**config.mk**
```make
export PLATFORM = sky130hd
export DESIGN_NAME = psbfd_sqrt_stage
export DESIGN_NICKNAME = d
export VERILOG_FILES = /design/src/rtl/point_to_box_feature_distance_macros.svh /design/src/rtl/psbfd_pkg.sv /design/src/rtl/psbfd_sqrt_stage.sv
export SDC_FILE = /design/constraint.sdc
export NUM_CORES = 1
export LEC_CHECK = 0
export BUFFER_PORTS_ARGS = -buffer_cell sky130_fd_sc_hd__buf_2
export CAP_MARGIN = 5
export CORE_MARGIN = 3
export CORE_UTILIZATION = 30
export DETAILED_ROUTE_END_ITERATION = 12
export GPL_TIMING_DRIVEN = 0
export PLACE_DENSITY = 0.65
export SYNTH_ARGS = -nofsm -noshare
export SYNTH_HDL_FRONTEND = slang
export SYNTH_SLANG_ARGS = --single-unit
export TNS_END_PERCENT = 5
```
**constraint.sdc**
```tcl
create_clock -name clk -period 3.3 [get_ports clk]
set_input_delay 0.33 -clock clk [delete_from_list [all_inputs] [get_ports clk]]
set_output_delay 0.33 -clock clk [all_outputs]
set_load 0.02 [all_outputs]
```
**src/rtl/point_to_box_feature_distance_macros.svh**
```systemverilog
// assertion macros for the point to box feature distance block
`ifndef POINT_TO_BOX_FEATURE_DISTANCE_MACROS_SVH
`define POINT_TO_BOX_FEATURE_DISTANCE_MACROS_SVH

// checked on every clock edge outside reset
`define PSBFD_ASSERT(lbl, prop) \
  lbl: assert property (@(posedge clk) disable iff (!rst_n) (prop)) \
    else $error("psbfd assertion failed");

// checked on every clock edge, reset included
`define PSBFD_ASSERT_ALWAYS(lbl, prop) \
  lbl: assert property (@(posedge clk) (prop)) \
    else $error("psbfd assertion failed");

`endif

```
**src/rtl/psbfd_pkg.sv**
```systemverilog
// shared constants and types for the point to box feature distance block
package psbfd_pkg;

  localparam int COORD_BITS_DEF = 32;
  localparam int FRAC_BITS      = 16;
  localparam int NUM_AXES       = 3;
  localparam int CFG_IDX_BITS   = 3;

  typedef enum logic [CFG_IDX_BITS-1:0] {
    REG_BOX_MIN_X = 3'd0,
    REG_BOX_MIN_Y = 3'd1,
    REG_BOX_MIN_Z = 3'd2,
    REG_BOX_MAX_X = 3'd3,
    REG_BOX_MAX_Y = 3'd4,
    REG_BOX_MAX_Z = 3'd5
  } cfg_reg_t;

  typedef enum logic [1:0] {
    SIDE_MINUS  = 2'd0,
    SIDE_CENTER = 2'd1,
    SIDE_PLUS   = 2'd2
  } side_t;

endpackage

```
**src/rtl/psbfd_sqrt_stage.sv**
```systemverilog
// one result bit of the pipelined integer square root
module psbfd_sqrt_stage
  import psbfd_pkg::*;
#(
  parameter int COORD_BITS = COORD_BITS_DEF,
  parameter int BIT        = 0,
  localparam int SW        = 2 * COORD_BITS + 2,
  localparam int RW        = COORD_BITS + 1
) (
  input  logic          clk,
  input  logic          rst_n,
  input  logic          en,
  input  logic          vld_in,
  input  logic [RW-1:0] root_in,
  input  logic [SW-1:0] rem_in,
  output logic          vld_out,
  output logic [RW-1:0] root_out,
  output logic [SW-1:0] rem_out
);

  logic          vld_r;
  logic [RW-1:0] root_r, root_nxt;
  logic [SW-1:0] rem_r, rem_nxt;
  logic [SW-1:0] trial;
  logic          take;

  // (root + 2^b)^2 - root^2 = root*2^(b+1) + 2^(2b), the two parts never overlap
  always_comb begin
    trial    = (SW'(root_in) << (BIT + 1)) | (SW'(1) << (2 * BIT));
    take     = rem_in >= trial;
    root_nxt = take ? (root_in | (RW'(1) << BIT)) : root_in;
    rem_nxt  = take ? (rem_in - trial) : rem_in;
  end

  always_ff @(posedge clk) begin
    if (!rst_n) begin
      vld_r <= 1'b0;
    end else if (en) begin
      vld_r <= vld_in;
    end
  end

  always_ff @(posedge clk) begin
    if (en) begin
      root_r <= root_nxt;
      rem_r  <= rem_nxt;
    end
  end

  assign vld_out  = vld_r;
  assign root_out = root_r;
  assign rem_out  = rem_r;

endmodule

```
; ---- After elaboration in Yosys (flattened, before gate mapping)
; Index checks and enable logic that the tools add are counted.
[totals]
ram_bits = 0
ff_bits = 100
rom_bits = 0
mem_count = 0
latchBits = 0
inputBits = 103
word_cells = 7
output_inout_bits = 100
[op_classes]
order_cmp = 1
bitwise = 0
n_mux = 1
div = 0
n_shift = 0
reduce_logical = 0
mul = 0
n_addsub = 1
n_eq_ne = 0
[op_table]
columns = op, n
row1 = $ge 66x34->1, 1
row2 = $mux 66, 1
row3 = $sub 66x34->66, 1

; ---- Logic depth before layout (Yosys ltp)
[logic_depth]
depth_word = 2
mapped_depth = 14

; ---- Worst setup path before layout
; Ideal clock, no wire load.
[synth_path]
path_kind = in2reg
startpoint = input port root_in[14]
endpoint = register rem_r[52] (netlist: rem_out[52]), data pin
t_arrival_ns = 2.825
stages = 12
path_slack_ns = 0.217
cell_sequence = inv_1 -> ha_1 -> clkbuf_1 -> nand3_1 -> or3_1 -> or4_1 -> o21ai_1 -> or4_1 -> nor3b_2 -> clkbuf_1 -> nand4_1 -> xnor2_1
[synth_between]
elab_chain_cells = 2
[synth_lines]
columns = element, line
row1 = "start, declared", psbfd_sqrt_stage.sv:14  ; input logic [RW-1:0] root_in,
row2 = $sub 66x34->66 or $ge 66x34->1 (tied branches), "psbfd_sqrt_stage.sv:32, psbfd_sqrt_stage.sv:30"
row3 = $mux 66 (*), psbfd_sqrt_stage.sv:32  ; rem_nxt = take ? (rem_in - trial) : rem_in;
row4 = net rem_nxt[52], psbfd_sqrt_stage.sv:23  ; logic [SW-1:0] rem_r, rem_nxt;
row5 = "end signal, assigned", psbfd_sqrt_stage.sv:46  ; rem_r <= rem_nxt;
row6 = "end, declared", psbfd_sqrt_stage.sv:23
; Mark *: on every way through the listed nets, which the timed path passes. The rest lies on a longest branch.
; A chain may end at the register's enable or synchronous reset.

; ---- Worst setup path in the final report
[layout_path]
startpoint = input port rem_in[1]
endpoint = register rem_r[45] (netlist: rem_out[45]), data pin
[layout_between]
elab_chain_cells = 2
[layout_lines]
columns = element, line
row1 = "start, declared", psbfd_sqrt_stage.sv:15  ; input logic [SW-1:0] rem_in,
row2 = $sub 66x34->66 or $ge 66x34->1 (tied branches), "psbfd_sqrt_stage.sv:32, psbfd_sqrt_stage.sv:30"
row3 = $mux 66 (*), psbfd_sqrt_stage.sv:32
row4 = net rem_nxt[45], psbfd_sqrt_stage.sv:23
; Marks and branches as above.

==> impl_metrics.ini <==
[clock_network]
numCtsBuffers = 9
clkSinkCount = 100
hold_buffers = 0
clk-insertion-delay-late_ns = 0.36
cts_tree = built
root_buffer = clkbuf_16
cts_max_path_buffers = 2
cts_htree_levels = 3
clk_pin_slew_worst_paths_ns = 0.07

[job]
cap_violations = 0

[global_routing]
grt_pass1_wl_mm = 29.2
grt_usage = 0.165
grt_pass1_vias = 5396
antenna_found_initial = 1
grt_start_max_net_pins = 68
globalRouteOverflowTotal = 0

[sta]
fin_skew_ns = 0
drv_slew = 0
hold_viol = 0
setup_viol = 0
grt_setup_unrepaired = true
fmax_ghz = 0.319
slew_headroom = 0.403
period_share = 0.949
worst_slew_pin_slew_ns = 0.892
finalHoldWorstSlack_ns = 0.159
finalCriticalPeriod_ns = 3.13

[yosys]
synthesis.nets = 766
netlist_area_um2 = 6360
yosysUniqueCellTypes = 63
synth-edff-count = 99
ys_ff_latch = 100
synth_flop_cell = edfxtp_1
synth_seq_area_share = 0.470
yosysWarnings = 0
async_flop_share = 0
synthCells = 628
avgSynthCellArea_um2 = 10.1

[pwr]
p_seq_frac = 0.436
p_sw_frac = 0.310
pwr-share-clk = 0.297
power_frac_comb = 0.268
p_leak_nw = 3.38
power.density_nw_per_um2 = 455
p_int_w = 0.00253
p_switching_w = 0.00114
ir_drop_mv = 0.232

[outcome]
status = complete, no violations

[placed_design]
portBuffers = 202
dp_hpwl_mm = 15.0
numPlacedInstances = 1101
gp_congestion = 0.889

[hold_path]
min_path_type = primary input to flip-flop
whs_path_depth = 1
hold_path_end = root_out[11]
holdCritStartpoint = root_in[11]

[route]
routedWlPerCell_um = 17.4
via_count = 5582
post-route-drc-count = 0
dr.pass1.iters = 5
drtIter0Drc = 418
ant_nets = 0
via_per_inst = 5.00
wirelength_mm = 19.4

[cells_and_area]
fill_cells = 2109
area_growth_pct = 26.8
final_common_cell = buf_2
final_cell_mix = buf_2, edfxtp_1, nand2_1, inv_1, a21oi_1
layoutNonFillerInstCount = 1117
insertedDiodeCount = 0
drive_gt1_frac = 0.290
fin_nets = 980

[setup_path]
r2r_slack_ns = 2.72
max_stage_delay_ns = 0.43
start_kind = primary input
r2r-end = vld_out
worstPathRequired_ns = 3.39
criticalPathCategory = primary input to flip-flop
cp_max_fo = 10
arrival_ns = 3.23
crit_slowest_cell = fa_1
r2r.worst_path.cells = 2
crit_start = rem_in[1]
crit_chain = buf_2 -> inv_1 -> fa_1 -> nor2b_1 -> o31a_1 -> o21ai_1 -> o221a_2 -> nor3_2 -> nor3_2 -> buf_6 -> buf_6 -> o41ai_1 -> o31ai_1
rr_startpoint = vld_out
cp-end-kind = flip-flop

[die]
die_h_um = 152
die_x_um = 152
core-area_um2 = 20600
die_area_um2 = 23000
io_pins = 203
start_util = 0.309
std_cell_rows = 52
==> layout make-up <==
cell class | instances | area, um2 | share of cell area
flip-flops and latches | 100 | 2990 | 0.371
repair buffers | 204 | 1050 | 0.130
clock buffers | 14 | 254 | 0.0315
inverters | 44 | 165 | 0.0205
plain buffers | 27 | 158 | 0.0195
clock inverters | 2 | 35.0 | 0.00434
multi-input cells | 456 | 3070 | 0.381
well taps | 270 | 338 | 0.0419
==> stage by stage <==
stage	setup slack (ns)	power [W]	utilization	setup TNS (ns)	area, um2
floorplan	0.217	0.00224	-	0	6360
global placement	-0.863	0.00259	0.375	-20.06	7710
detailed placement	-0.890	0.00260	0.376	-20.96	7740
CTS	0.0203	0.00370	0.391	0	8040
global route	-0.0118	0.00387	0.392	-0.0118	8070
finish	0.167	0.00367	0.392	0	8070
==> per-layer routing <==
| metal | track usage | routed length (um) | vias to the layer above | share of wire |
|---|---|---|---|---|
| met5 | 0 | 13 | - | 0.00067 |
| met4 | 0.0440 | 288 | 2 | 0.015 |
| met3 | 0.0339 | 1150 | 22 | 0.059 |
| met2 | 0.271 | 9220 | 180 | 0.47 |
| met1 | 0.221 | 8750 | 2639 | 0.45 |
| li1 | - | - | 2739 | - |
==> timing repair <==
| item | CTS | global route |
|---|---|---|
| setup buffers | 0 | 1 |
| pin swaps | 0 | 1 |
| cloned | 0 | 0 |
| hold endpoints to repair | 0 | 0 |
| setup endpoints to repair | 15 | 19 |
| gates resized for setup | 5 | 4 |
==> flip-flops by register name, summed over array words and instances, names as in the netlist <==
name,count
rem_out,66
root_out,33
vld_out,1
==> critical path: cells and delay by family <==
family,cells,cell delay [ns]
buffers and inverters,4,0.52
and+or+nand+nor,3,0.65
AOI/OAI and AO/OA,5,1.28
adders and majority gates,1,0.43
==> worst max path at each step <==
stage             endpoint  depth (start not counted)
2_1_floorplan  rem_out[52]                         12
3_3_place_gp   rem_out[60]                         13
3_5_place_dp   rem_out[60]                         13
4_1_cts        rem_out[60]                         12
5_1_grt        rem_out[45]                         13
6_report       rem_out[45]                         13
==> synthesized netlist by cell type (all sizes together), types with 6 or more instances <==
cell | count | area share
or4 | 8 | 0.010
nand3 | 8 | 0.0071
nor2 | 27 | 0.016
nand4 | 19 | 0.019
or3 | 10 | 0.011
buf | 9 | 0.013
a211oi | 6 | 0.0071
nor3 | 21 | 0.019
o211ai | 8 | 0.0094
xor2 | 30 | 0.041
edfxtp | 99 | 0.47
a21oi | 36 | 0.028
ha | 34 | 0.067
a21o | 15 | 0.018
o21ai | 46 | 0.036
xnor2 | 29 | 0.040
clkbuf | 19 | 0.011
inv | 44 | 0.026
nand2 | 71 | 0.042
o21a | 9 | 0.011
nor4 | 13 | 0.014
==> power by group through the flow <==
stage          registers (W)  logic [W]  clock network, W
2_1_floorplan        0.00181   0.000421                 0
3_3_place_gp         0.00163   0.000960                 0
3_5_place_dp         0.00163   0.000974                 0
4_1_cts              0.00160   0.000982           0.00112
5_1_grt              0.00161    0.00108           0.00118
6_report             0.00160   0.000982           0.00109
==> cells by family after synthesis <==
| group | synth area share |
|---|---|
| fa+ha+maj | 0.0700 |
| mux | 0.0100 |
| buf+inv | 0.0506 |
| xor+xnor | 0.0812 |
| simple gates | 0.168 |
| flops | 0.470 |
| compound gates | 0.149 |
No activity file was read; power rests on OpenSTA's default activity.
