**config.mk**
```make
export PLATFORM = sky130hd
export DESIGN_NAME = psbfd_regs
export DESIGN_NICKNAME = d
export VERILOG_FILES = /design/src/rtl/point_to_box_feature_distance_macros.svh /design/src/rtl/psbfd_pkg.sv /design/src/rtl/psbfd_regs.sv
export SDC_FILE = /design/constraint.sdc
export NUM_CORES = 1
export LEC_CHECK = 0
export ABC_CLOCK_PERIOD_IN_PS = 4300
export BUFFER_PORTS_ARGS = -buffer_cell sky130_fd_sc_hd__buf_4
export CORE_MARGIN = 8
export CORE_UTILIZATION = 48
export CTS_CLUSTER_DIAMETER = 50
export CTS_CLUSTER_SIZE = 20
export DETAILED_ROUTE_END_ITERATION = 10
export GPL_TIMING_DRIVEN = 0
export PLACE_DENSITY = 0.82
export REMOVE_ABC_BUFFERS = 1
export SETUP_SLACK_MARGIN = 0.4
export SLEW_MARGIN = 20
export SYNTH_ARGS = -nofsm -noshare
export SYNTH_HDL_FRONTEND = slang
export SYNTH_SLANG_ARGS = --single-unit
```
**constraint.sdc**
```tcl
create_clock -name clk -period 4.3 [get_ports clk]
set_input_delay 0.43 -clock clk [delete_from_list [all_inputs] [get_ports clk]]
set_output_delay 0.43 -clock clk [all_outputs]
set_load 0.05 [all_outputs]
```
**src/rtl/point_to_box_feature_distance_macros.svh**
```systemverilog
// assertion macros for the point to box feature distance block
`ifndef POINT_TO_BOX_FEATURE_DISTANCE_MACROS_SVH
`define POINT_TO_BOX_FEATURE_DISTANCE_MACROS_SVH

// checked on every clock edge outside reset
`define PSBFD_ASSERT(lbl, prop) \
  lbl: assert property (@(posedge clk) disable iff (!rst_n) (prop)) \
    else $error("psbfd assertion failed");

// checked on every clock edge, reset included
`define PSBFD_ASSERT_ALWAYS(lbl, prop) \
  lbl: assert property (@(posedge clk) (prop)) \
    else $error("psbfd assertion failed");

`endif

```
**src/rtl/psbfd_pkg.sv**
```systemverilog
// shared constants and types for the point to box feature distance block
package psbfd_pkg;

  localparam int COORD_BITS_DEF = 32;
  localparam int FRAC_BITS      = 16;
  localparam int NUM_AXES       = 3;
  localparam int CFG_IDX_BITS   = 3;

  typedef enum logic [CFG_IDX_BITS-1:0] {
    REG_BOX_MIN_X = 3'd0,
    REG_BOX_MIN_Y = 3'd1,
    REG_BOX_MIN_Z = 3'd2,
    REG_BOX_MAX_X = 3'd3,
    REG_BOX_MAX_Y = 3'd4,
    REG_BOX_MAX_Z = 3'd5
  } cfg_reg_t;

  typedef enum logic [1:0] {
    SIDE_MINUS  = 2'd0,
    SIDE_CENTER = 2'd1,
    SIDE_PLUS   = 2'd2
  } side_t;

endpackage

```
**src/rtl/psbfd_regs.sv**
```systemverilog
// box bound registers behind the configuration write port
module psbfd_regs
  import psbfd_pkg::*;
#(
  parameter int COORD_BITS = COORD_BITS_DEF
) (
  input  logic                         clk,
  input  logic                         rst_n,
  input  logic                         cfg_valid,
  output logic                         cfg_ready,
  input  logic [CFG_IDX_BITS-1:0]      cfg_index,
  input  logic [COORD_BITS-1:0]        cfg_data,
  output logic signed [COORD_BITS-1:0] box_min [NUM_AXES],
  output logic signed [COORD_BITS-1:0] box_max [NUM_AXES]
);

  localparam logic [COORD_BITS-1:0] ONE_VAL = COORD_BITS'(64'(1) << FRAC_BITS);

  logic [COORD_BITS-1:0] min_r [NUM_AXES];
  logic [COORD_BITS-1:0] max_r [NUM_AXES];

  assign cfg_ready = 1'b1;

  always_ff @(posedge clk) begin
    if (!rst_n) begin
      for (int a = 0; a < NUM_AXES; a++) begin
        min_r[a] <= '0;
        max_r[a] <= ONE_VAL;
      end
    end else if (cfg_valid) begin
      unique case (cfg_reg_t'(cfg_index))
        REG_BOX_MIN_X: min_r[0] <= cfg_data;
        REG_BOX_MIN_Y: min_r[1] <= cfg_data;
        REG_BOX_MIN_Z: min_r[2] <= cfg_data;
        REG_BOX_MAX_X: max_r[0] <= cfg_data;
        REG_BOX_MAX_Y: max_r[1] <= cfg_data;
        REG_BOX_MAX_Z: max_r[2] <= cfg_data;
        default: ;
      endcase
    end
  end

  always_comb begin
    for (int a = 0; a < NUM_AXES; a++) begin
      box_min[a] = min_r[a];
      box_max[a] = max_r[a];
    end
  end

endmodule

```
---- Yosys cells after proc, flatten, opt, wreduce, memory -nomap -nowiden ----
Memories as Yosys holds them, arrays and structs flattened.
Index checks and enable logic that the tools add are counted.
word-level totals
  logic and storage cells ................. 45
  input bits .............................. 38
  register bits ........................... 0
  bits in read-only memories .............. 0
  bits in latches ......................... 0
  bits in writable memories ............... 192
  memories kept ........................... 2
  output and inout bits ................... 193
operators by class
  $mul .................................... 0
  equality and inequality tests ........... 5
  divide/modulo/power cells ............... 0
  mux-type cells .......................... 31
  order comparisons ....................... 0
  shift-type cells ........................ 0
  $add $sub $neg .......................... 0
  bitwise logic cells ..................... 6
  reduce and logical (&&, ||, !) cells .... 1
memories
  name   words  bits a word  read ports  clocked after memory_dff  write ports  line              RTL
  max_r  3      32           3           0                         3            psbfd_regs.sv:20  logic [COORD_BITS-1:0] max_r [NUM_AXES];
  min_r  3      32           3           0                         3            psbfd_regs.sv:19  logic [COORD_BITS-1:0] min_r [NUM_AXES];
operators with widths
  operator            number
  $mux 32             6
  $mux 1              25
  $eq 3x2->1 const B  2
  $eq 3x3->1 const B  2
  $or 1x1->1          6
  $eq 3x1->1 const B  1
  $logic_not 3->1     1

---- Longest topological paths before layout ----
Gate-level depths: netlist of run 1.
  word-level depth ........................ 6
  gate-level depth with buffers ........... 4
  depth with buffers taken out ............ 2

---- Worst setup path before layout of run 1 ----
No wires, ideal clock.
  kind .................................... input to register
  from .................................... input cfg_index[2]
  to ...................................... memory min_r[0][32] (netlist name) (enable)
  cell stages on the path ................. 3
  required time ........................... 3.834 ns
  setup slack ............................. 0.584 ns
  path buffers ............................ 1
  data arrival time ....................... 3.250 ns
  setup time .............................. 0.466 ns
  path through ............................ buf_2 -> or3b_1 -> o21ai_0
RTL lines
  item             line              RTL
  start, declared  psbfd_regs.sv:11  input logic [CFG_IDX_BITS-1:0] cfg_index,
  end, declared    psbfd_regs.sv:19

==> results of run 1 <==
## worst max-delay path: cells and delay by family
family	cells	cell delay, ns
AOI/OAI and AO/OA	1	0.57
buffers and inverters	2	0.54
and+or+nand+nor	1	0.54
## registers in the layout, summed over array words and instances (netlist names)
register  count
max_r        96
min_r        96
## final cells by class
class / instances / area [um2] / share of cell area
clock buffers: 17 / 425 / 0.0449
multi-input cells: 111 / 951 / 0.100
clock inverters: 15 / 156 / 0.0165
well taps: 180 / 225 / 0.0238
repair buffers: 238 / 1950 / 0.206
flip-flops and latches: 192 / 5770 / 0.608
inverters: 1 / 3.75 / 0.000396
## worst paths after layout
path / slack, ns / to / startpoint / cells past startpoint
worst max-delay path: 2.31 / min_r[0][7]$_DFFE_PP_ / cfg_index[2] / 4
worst min-delay path: 0.37 / max_r[0][48]$_DFFE_PP_ / cfg_data[16] / 2
## cell usage in the layout (no fill, tap or decap)
| cell type | netlist | routed |
|---|---|---|
| buf_4 | 1 | 229 |
| edfxtp_1 | 192 | 192 |
| nand3_1 | 31 | 31 |
| a21oi_1 | 31 | 31 |
| nor4b_2 | 30 | 30 |
| clkbuf_16 | 0 | 17 |
| buf_16 | 0 | 8 |
| o21ai_4 | 0 | 6 |
| clkinv_4 | 0 | 5 |
| clkinvlp_4 | 0 | 3 |
| nand3b_1 | 2 | 2 |
| nand2b_1 | 3 | 2 |
| nor4b_1 | 2 | 2 |
| inv_8 | 0 | 2 |
| inv_6 | 0 | 2 |
| nand2b_2 | 0 | 1 |
| nand2_2 | 0 | 1 |
| a211o_1 | 1 | 1 |
| nand2_1 | 2 | 1 |
| and2_2 | 0 | 1 |
| inv_1 | 1 | 1 |
| or3b_1 | 1 | 1 |
| conb_1 | 1 | 1 |
| clkinv_1 | 0 | 1 |
| clkinv_8 | 0 | 1 |
| bufinv_16 | 0 | 1 |
| buf_8 | 0 | 1 |
## through the flow
step	hold WS (ns)	TNS (ns)	cells	worst slack, ns
floorplan	0.632	0	304	0.728
global route	0.363	0	754	2.27
finish	0.371	0	754	2.31
CTS	0.354	0	753	2.12
detailed placement	0.793	0	721	1.68
global placement	0.775	-204.90	713	-1.34
## per-layer routing
metal / global-route usage / vias up
met4: 0.0956 / 0
met3: 0.0527 / 34
met5: 0 / -
met2: 0.335 / 189
li1: - / 1783
met1: 0.222 / 1963
## report_power, final
group | internal (uW) | switching, uW | total (uW)
Combinational | 235 | 679 | 914
Sequential | 2200 | 44.8 | 2250
Clock | 817 | 698 | 1510
## logic make-up after synthesis
kind of cell    Yosys count  share of synthesized area
compound gates           38                     0.0285
simple gates             72                     0.0999
flops                   192                      0.848
buf+inv                  27                     0.0228
other cells               1                   0.000552
==> impl_metrics.json, run 1 <==
{
  "cp_data_required_time_ns": 4.42,
  "post_dp_cell_area_um2": 8880,
  "synth_top_area_frac": 0.848,
  "finalMaxSlewViolations": 0,
  "die_h_um": 135,
  "hold_viol": 0,
  "drcViolationCount": 0,
  "cts_resized": 0,
  "dr_wl_met3_um": 1270,
  "cp_max_fo": 37,
  "cts_setup_buffers": 0,
  "area_delta_synth_final_pct": 39.5,
  "worstPathCellList": "buf_4, or3b_1, o21ai_4, buf_16",
  "utilization": 0.683,
  "postCtsHoldBufs": 0,
  "drive_gt1_frac": 0.537,
  "fin_nets": 599,
  "period_minus_slack_ns": 1.99,
  "endpoint_kind": "flop",
  "power_leakage_uw": 0.00354,
  "crit_path_start_kind": "primary input",
  "tritoncts": "built",
  "grt_pass1_vias": 4091,
  "ir_worst_vdd_v": 0.000390,
  "portBuffers": 229,
  "rows": 43,
  "slowest_delay_ns": 0.57,
  "vias": 3969,
  "yosysMostFrequentCell": "edfxtp_1",
  "core_region_area_um2": 13900,
  "wl_met1_um": 6640,
  "synth_edf_count": 192,
  "die-area_um2": 18200,
  "critPathArrivalTime_ns": 2.12,
  "hold_path.class": "in2reg",
  "outcome": "finished, final reports clean",
  "vias_per_cell": 5.26,
  "setup_violations": 0,
  "slowest_stage": "o21ai_4",
  "syn_inst": 330,
  "antenna_cells": 0,
  "cts_buffers": 17,
  "synth_warnings": 0,
  "grt_pass1_wl_um": 26100,
  "cts.sinks": 192,
  "criticalPathCategory": "in2reg",
  "synth_area_um2": 6800,
  "worst_slew_pin_slew_ns": 0.676,
  "power.total_uw": 4680,
  "finalWeightedCongestion": 0.809,
  "cts_htree_levels": 4,
  "clockBufferDepth": 2,
  "gr-total-overflow": 0,
  "fp.dieW_um": 135,
  "ios": 231,
  "first_pass_iters": 4,
  "n_fill_cell": 906,
  "relSlewSlack": 0.548,
  "ys.flop_type": "edfxtp_1",
  "finalWirelength_um": 18200,
  "routedWlPerCell_um": 24.1,
  "yosysTopAreaCell": "edfxtp_1",
  "avgSynthCellArea_um2": 20.6,
  "p_per_area_nw_per_um2": 493,
  "start_util": 0.490,
  "post-route-period-util": 0.464,
  "grt_max_degree": 39,
  "dr.first_iter.drc_count": 310,
  "route.met2.wl_um": 9680,
  "postRouteAntennaNets": 0,
  "rsz0062_at_grt": "no",
  "design_area_um2": 9480,
  "netlist_top_cells_count": "192 x edfxtp_1, 31 x a21oi_1, 31 x nand3_1",
  "max_cap_viol_count": 0,
  "antenna_found_initial": 0,
  "track_usage": 0.195,
  "path_clk_slew_ns": 0.07,
  "ys_seq_area_frac": 0.848,
  "hpwl_um": 13300,
  "max_freq_mhz": 501,
  "ys_ff_latch": 192,
  "maxUsedRoutingLayer": "met4",
  "synth-async-reset-ratio": 0,
  "synthTopCellsByArea": "edfxtp_1 85%, nor4b_2 6.6%, a21oi_1 2.3%",
  "cts_root_buf": "clkbuf_16",
  "yosys.cell_types.count": 18
}
No activity file was read; power rests on OpenSTA's default activity.
==> run 2: changes to the inputs <==
--- a/config.mk
+++ b/config.mk
@@ -5,15 +5,15 @@
 export SDC_FILE = /design/constraint.sdc
 export NUM_CORES = 1
 export LEC_CHECK = 0
-export ABC_CLOCK_PERIOD_IN_PS = 4300
+export ABC_CLOCK_PERIOD_IN_PS = 1800
 export BUFFER_PORTS_ARGS = -buffer_cell sky130_fd_sc_hd__buf_4
 export CORE_MARGIN = 8
-export CORE_UTILIZATION = 48
+export CORE_UTILIZATION = 45
 export CTS_CLUSTER_DIAMETER = 50
 export CTS_CLUSTER_SIZE = 20
 export DETAILED_ROUTE_END_ITERATION = 10
 export GPL_TIMING_DRIVEN = 0
-export PLACE_DENSITY = 0.82
+export PLACE_DENSITY = 0.81
 export REMOVE_ABC_BUFFERS = 1
 export SETUP_SLACK_MARGIN = 0.4
 export SLEW_MARGIN = 20
==> constraint.sdc (replaced) <==
create_clock -name clk -period 1.8 [get_ports clk]
set_input_delay 0.18 -clock clk [delete_from_list [all_inputs] [get_ports clk]]
set_output_delay 0.18 -clock clk [all_outputs]
set_load 0.05 [all_outputs]
==> impl_metrics.json, run 2 (synthesized netlist as in run 1, its figures left out) <==
{
  "dr.first_iter.drc_count": 231,
  "worst_slew_pin_slew_ns": 0.581,
  "cp_max_fo": 35,
  "period_minus_slack_ns": 1.41,
  "clockBufferDepth": 2,
  "routedWlPerCell_um": 24.5,
  "pwr-share-clk": 0.317,
  "max_freq_mhz": 711,
  "postRouteAntennaNets": 0,
  "drive_gt1_frac": 0.538,
  "grt_pass1_wl_um": 27500,
  "hold_path.class": "in2reg",
  "criticalPathCategory": "in2reg",
  "multi_input_area_um2": 968,
  "combPwrFrac": 0.201,
  "switching_share": 0.302,
  "cts_htree_levels": 4,
  "endpoint_kind": "flop",
  "design_area_um2": 9630,
  "cts_root_buf": "clkbuf_16",
  "fin_nets": 609,
  "p_seq_frac": 0.483,
  "critPathArrivalTime_ns": 1.54,
  "seqCellArea_um2": 5770,
  "n_fill_cell": 1050,
  "track_usage": 0.193,
  "power.total_uw": 11100,
  "post-route-period-util": 0.782,
  "cts_buffers": 17,
  "first_pass_iters": 5,
  "hpwl_um": 13900,
  "finalMaxSlewViolations": 0,
  "path_clk_slew_ns": 0.07,
  "power_leakage_uw": 0.00362,
  "layout_commonest_cell": "buf_4",
  "finalWirelength_um": 19000,
  "vias": 4050,
  "finalWeightedCongestion": 0.839,
  "ir_worst_vdd_v": 0.000620,
  "tns_ns": 0,
  "intPower_uw": 7780,
  "hold_viol": 0,
  "cts.sinks": 192,
  "vias_per_cell": 5.24,
  "gr-total-overflow": 0,
  "power.switching_uw": 3360,
  "finalNonFillerCells": 773,
  "drcViolationCount": 0,
  "antenna_found_initial": 1,
  "utilization": 0.643,
  "dp_cells": 729,
  "p_per_area_nw_per_um2": 1160,
  "fp.dieW_um": 139,
  "die-area_um2": 19300,
  "start_util": 0.454,
  "rows": 45,
  "max_cap_viol_count": 0,
  "crit_path_start_kind": "primary input",
  "area_delta_synth_final_pct": 41.7,
  "relSlewSlack": 0.612,
  "post_dp_cell_area_um2": 8890,
  "outcome": "finished, final reports clean",
  "die_h_um": 139,
  "tritoncts": "built",
  "core_region_area_um2": 15000,
  "grt_max_degree": 39,
  "grt_pass1_vias": 4253,
  "ios": 231,
  "reg.largest.list": "max_r: 96 flops, min_r: 96 flops",
  "setup_violations": 0,
  "portBuffers": 229,
  "cp_data_required_time_ns": 1.93,
  "rsz0062_at_grt": "no",
  "final_cell_mix": "230 x buf_4, 192 x edfxtp_1, 31 x nand3_1, 31 x a21oi_1, 30 x nor4b_2"
}
==> run 2: cell types whose count changed in the layout (fill, tap and decap cells not counted), sizes merged <==
cell,before,now
nand3b,2,3
clkinvlp,3,2
buf,238,247
clkbuf,17,20
inv,5,4
clkinv,7,6
diode,0,1
==> run 2: per-layer routing <==
layer  vias to the layer above  routed length [um]  global-route usage
li1                       1808                   -                   -
met1                      2014                7130               0.212
met2                       188                9870               0.328
met3                        40                1260              0.0623
met4                         0                 722               0.108
met5                         -                   0                   0
==> run 2: path summary, 6_finish.rpt <==
kind	startpoint	endpoint	slack (ns)	depth (start not counted)
max	cfg_valid	min_r[0][27]$_DFFE_PP_	0.39	4
min	cfg_data[16]	max_r[0][80]$_DFFE_PP_	0.09	2
==> run 2: area by class of cell <==
class / count / area share
clock buffer: 20 / 0.0453
tap: 188 / 0.0244
multi-input combinational: 112 / 0.101
sequential: 192 / 0.599
clock inverter: 12 / 0.0116
inverter: 1 / 0.000390
timing repair buffer: 247 / 0.219
antenna: 1 / 0.000260
==> run 2: per-stage QoR <==
stage	hold slack, ns	setup slack [ns]
4_1_cts	0.0575	0.369
2_1_floorplan	0.382	-1.52
3_5_place_dp	0.508	-0.529
6_report	0.0864	0.393
5_1_grt	0.0762	0.396
3_3_place_gp	0.497	-3.58
==> run 2: what timing repair did <==
action / 4_1_cts / 5_1_grt
endpoints found under the hold margin: 0 / 0
hold buffers: 0 / 0
gates resized for setup: 3 / 2
pin swaps: 6 / 0
cloned: 1 / 0
endpoints found under the setup margin: 289 / 177
setup buffers: 8 / 2
==> run 2: critical path: stages <==
cell	delay, ns
buf_4	0.32
or3b_1	0.50
o21ai_4	0.29
buf_16	0.21
==> run 2: power groups by stage <==
stage	Clock (uW)	Combinational, uW	Sequential, uW
3_3_place_gp	0	2090	5500
2_1_floorplan	0	182	6640
5_1_grt	3730	2300	5400
6_report	3530	2240	5380
3_5_place_dp	0	2200	5480
4_1_cts	3580	2250	5380
==> run 3: changes to the inputs <==
--- a/config.mk
+++ b/config.mk
@@ -5,15 +5,16 @@
 export SDC_FILE = /design/constraint.sdc
 export NUM_CORES = 1
 export LEC_CHECK = 0
-export ABC_CLOCK_PERIOD_IN_PS = 1800
+export ABC_AREA = 1
+export ABC_CLOCK_PERIOD_IN_PS = 1100
 export BUFFER_PORTS_ARGS = -buffer_cell sky130_fd_sc_hd__buf_4
 export CORE_MARGIN = 8
-export CORE_UTILIZATION = 45
+export CORE_UTILIZATION = 44
 export CTS_CLUSTER_DIAMETER = 50
 export CTS_CLUSTER_SIZE = 20
 export DETAILED_ROUTE_END_ITERATION = 10
 export GPL_TIMING_DRIVEN = 0
-export PLACE_DENSITY = 0.81
+export PLACE_DENSITY = 0.8
 export REMOVE_ABC_BUFFERS = 1
 export SETUP_SLACK_MARGIN = 0.4
 export SLEW_MARGIN = 20
==> constraint.sdc (replaced) <==
create_clock -name clk -period 1.1 [get_ports clk]
set_input_delay 0.11 -clock clk [delete_from_list [all_inputs] [get_ports clk]]
set_output_delay 0.11 -clock clk [all_outputs]
set_load 0.05 [all_outputs]
==> impl_metrics.json, run 3 <==
{
  "synth_top_area_frac": 0.910,
  "clockBufferDepth": 2,
  "slowest_stage": "edfxtp_1",
  "power_leakage_uw": 0.00448,
  "ios": 231,
  "finalWeightedCongestion": 0.732,
  "setup_violations": 53,
  "final_cell_mix": "209 x buf_6, 192 x edfxtp_1, 38 x buf_4",
  "grt_pass1_wl_um": 27300,
  "cts_buffers": 17,
  "hpwl_um": 12000,
  "yosysTopAreaCell": "edfxtp_1",
  "worstPathCellList": "buf_6",
  "crit_path_start_kind": "flop",
  "max_cap_viol_count": 0,
  "violations": "setup timing",
  "post-place-ws_ns": -0.819,
  "core_region_area_um2": 14300,
  "synth_edf_count": 192,
  "start_util": 0.443,
  "track_usage": 0.206,
  "max_freq_mhz": 856,
  "hold_path.class": "in2reg",
  "synth_fa_ha_area_frac": 0,
  "grt_pass1_vias": 4350,
  "layout_commonest_cell": "buf_6",
  "tritoncts": "built",
  "cts.sinks": 192,
  "avgSynthCellArea_um2": 19.4,
  "cp_max_fo": 1,
  "finalWirelength_um": 22100,
  "path_buf_inv": 1,
  "vias_per_cell": 5.11,
  "path_clk_slew_ns": 0.08,
  "synth_mux_area_frac": 0,
  "synth_top_family_by_area": "simple AND/OR/NAND/NOR gates",
  "synth-async-reset-ratio": 0,
  "holdWs_ns": 0.0490,
  "drive_gt1_frac": 0.635,
  "endpoint_kind": "primary output",
  "drcViolationCount": 0,
  "ys_seq_area_frac": 0.910,
  "rows": 44,
  "cp_data_required_time_ns": 0.99,
  "ys_ff_latch": 192,
  "reg.largest.list": "max_r: 96 flops, min_r: 96 flops",
  "first_pass_iters": 4,
  "postRouteAntennaNets": 0,
  "crit_family": "flip-flops",
  "yosysMostFrequentCell": "edfxtp_1",
  "synth-simple-area-share": 0.0342,
  "rsz0062_at_grt": "yes",
  "finalMaxSlewViolations": 0,
  "antenna_cells": 0,
  "synth_xor_area_frac": 0,
  "cts_root_buf": "clkbuf_16",
  "synth_compound_area_frac": 0.0245,
  "antenna_found_initial": 0,
  "routedWlPerCell_um": 27.0,
  "critPathArrivalTime_ns": 1.06,
  "fp.dieW_um": 136,
  "die-area_um2": 18500,
  "synthTopCellsByArea": "edfxtp_1 91%, a21oi_1 2.4%, inv_1 2.2%",
  "synth_area_um2": 6340,
  "die_h_um": 136,
  "fin_nets": 664,
  "grt_max_degree": 22,
  "p_per_area_nw_per_um2": 1650,
  "setup_slack_ns": -0.0680,
  "gr-total-overflow": 0,
  "ys.flop_type": "edfxtp_1",
  "portBuffers": 229,
  "vias": 4189,
  "outcome": "finished with violations",
  "period_minus_slack_ns": 1.17,
  "area_delta_synth_final_pct": 80.6,
  "synth_warnings": 0,
  "hold_viol": 0,
  "syn_inst": 326,
  "dr.first_iter.drc_count": 351,
  "yosys.cell_types.count": 11,
  "netlist_top_cells_count": "192 x edfxtp_1, 37 x inv_1, 34 x nor2_1",
  "slowest_delay_ns": 0.44,
  "cts_htree_levels": 4,
  "ir_worst_vdd_v": 0.00122,
  "criticalPathCategory": "reg2out",
  "post-route-period-util": 1.06
}
[run 3: cell types whose count changed after synthesis, sizes merged, moves of 2 or more]
| cell | before | now |
|---|---|---|
| buf | 21 | 11 |
| clkbuf | 5 | 0 |
| inv | 1 | 37 |
| nand2 | 2 | 15 |
| nand2b | 3 | 0 |
| nand3 | 31 | 3 |
| nand3b | 2 | 0 |
| nor2 | 0 | 35 |
| nor4b | 32 | 0 |
| o21ai | 6 | 0 |
[run 3: repair_timing]
item / 4_1_cts / 5_1_grt
setup endpoints to repair: 576 / 565
endpoints found under the hold margin: 3 / 0
resized for setup: 284 / 111
setup buffers: 25 / 9
pin swaps: 19 / 15
cloned: 3 / 17
[run 3: path summary, 6_finish.rpt]
kind | startpoint | to | slack [ns] | depth (start not counted)
max | max_r[0][30]$_DFFE_PP_ | box_max[94] | -0.07 | 1
min | cfg_data[16] | max_r[0][80]$_DFFE_PP_ | 0.05 | 3
[run 3: cell type report]
cell class | count | area (um2)
Sequential cell | 192 | 5770
Inverter | 37 | 141
Timing Repair Buffer | 291 | 3610
Tap cell | 184 | 230
Fill cell | 711 | 2870
Multi-Input combinational cell | 87 | 1170
Clock inverter | 11 | 96.3
Clock buffer | 18 | 429
[run 3: report_power, final]
part	switching [uW]	total [uW]	leakage (uW)	internal (uW)
registers	281	8920	0.00186	8640
clock network	2560	5630	0.000247	3060
logic	2860	4370	0.00238	1510
[run 3: per-layer routing]
layer	global-route usage	share of wire	vias up
li1	-	-	1790
met1	0.223	0.37	2131
met2	0.358	0.52	226
met3	0.0702	0.075	42
met4	0.0915	0.028	0
met5	0	0	-
[run 3: kinds of logic after synthesis]
logic type / after synthesis
AO/OA/AOI/OAI: 31
buffers and inverters: 48
flip-flops: 192
other: 1
AND/OR/NAND/NOR: 54
[run 3: through the flow]
stage / std cells / cell area (um2) / setup TNS, ns / util / total power, uW
2_1_floorplan: 315 / 6280 / -110.01 / - / 11100
5_1_grt: 820 / 11400 / -5.70 / 0.799 / 19400
6_report: 820 / 11400 / -0.812 / 0.799 / 18900
3_5_place_dp: 737 / 8450 / -151.20 / 0.591 / 12400
3_3_place_gp: 728 / 8230 / -405.27 / 0.575 / 12200
4_1_cts: 794 / 10500 / -1.95 / 0.734 / 18500
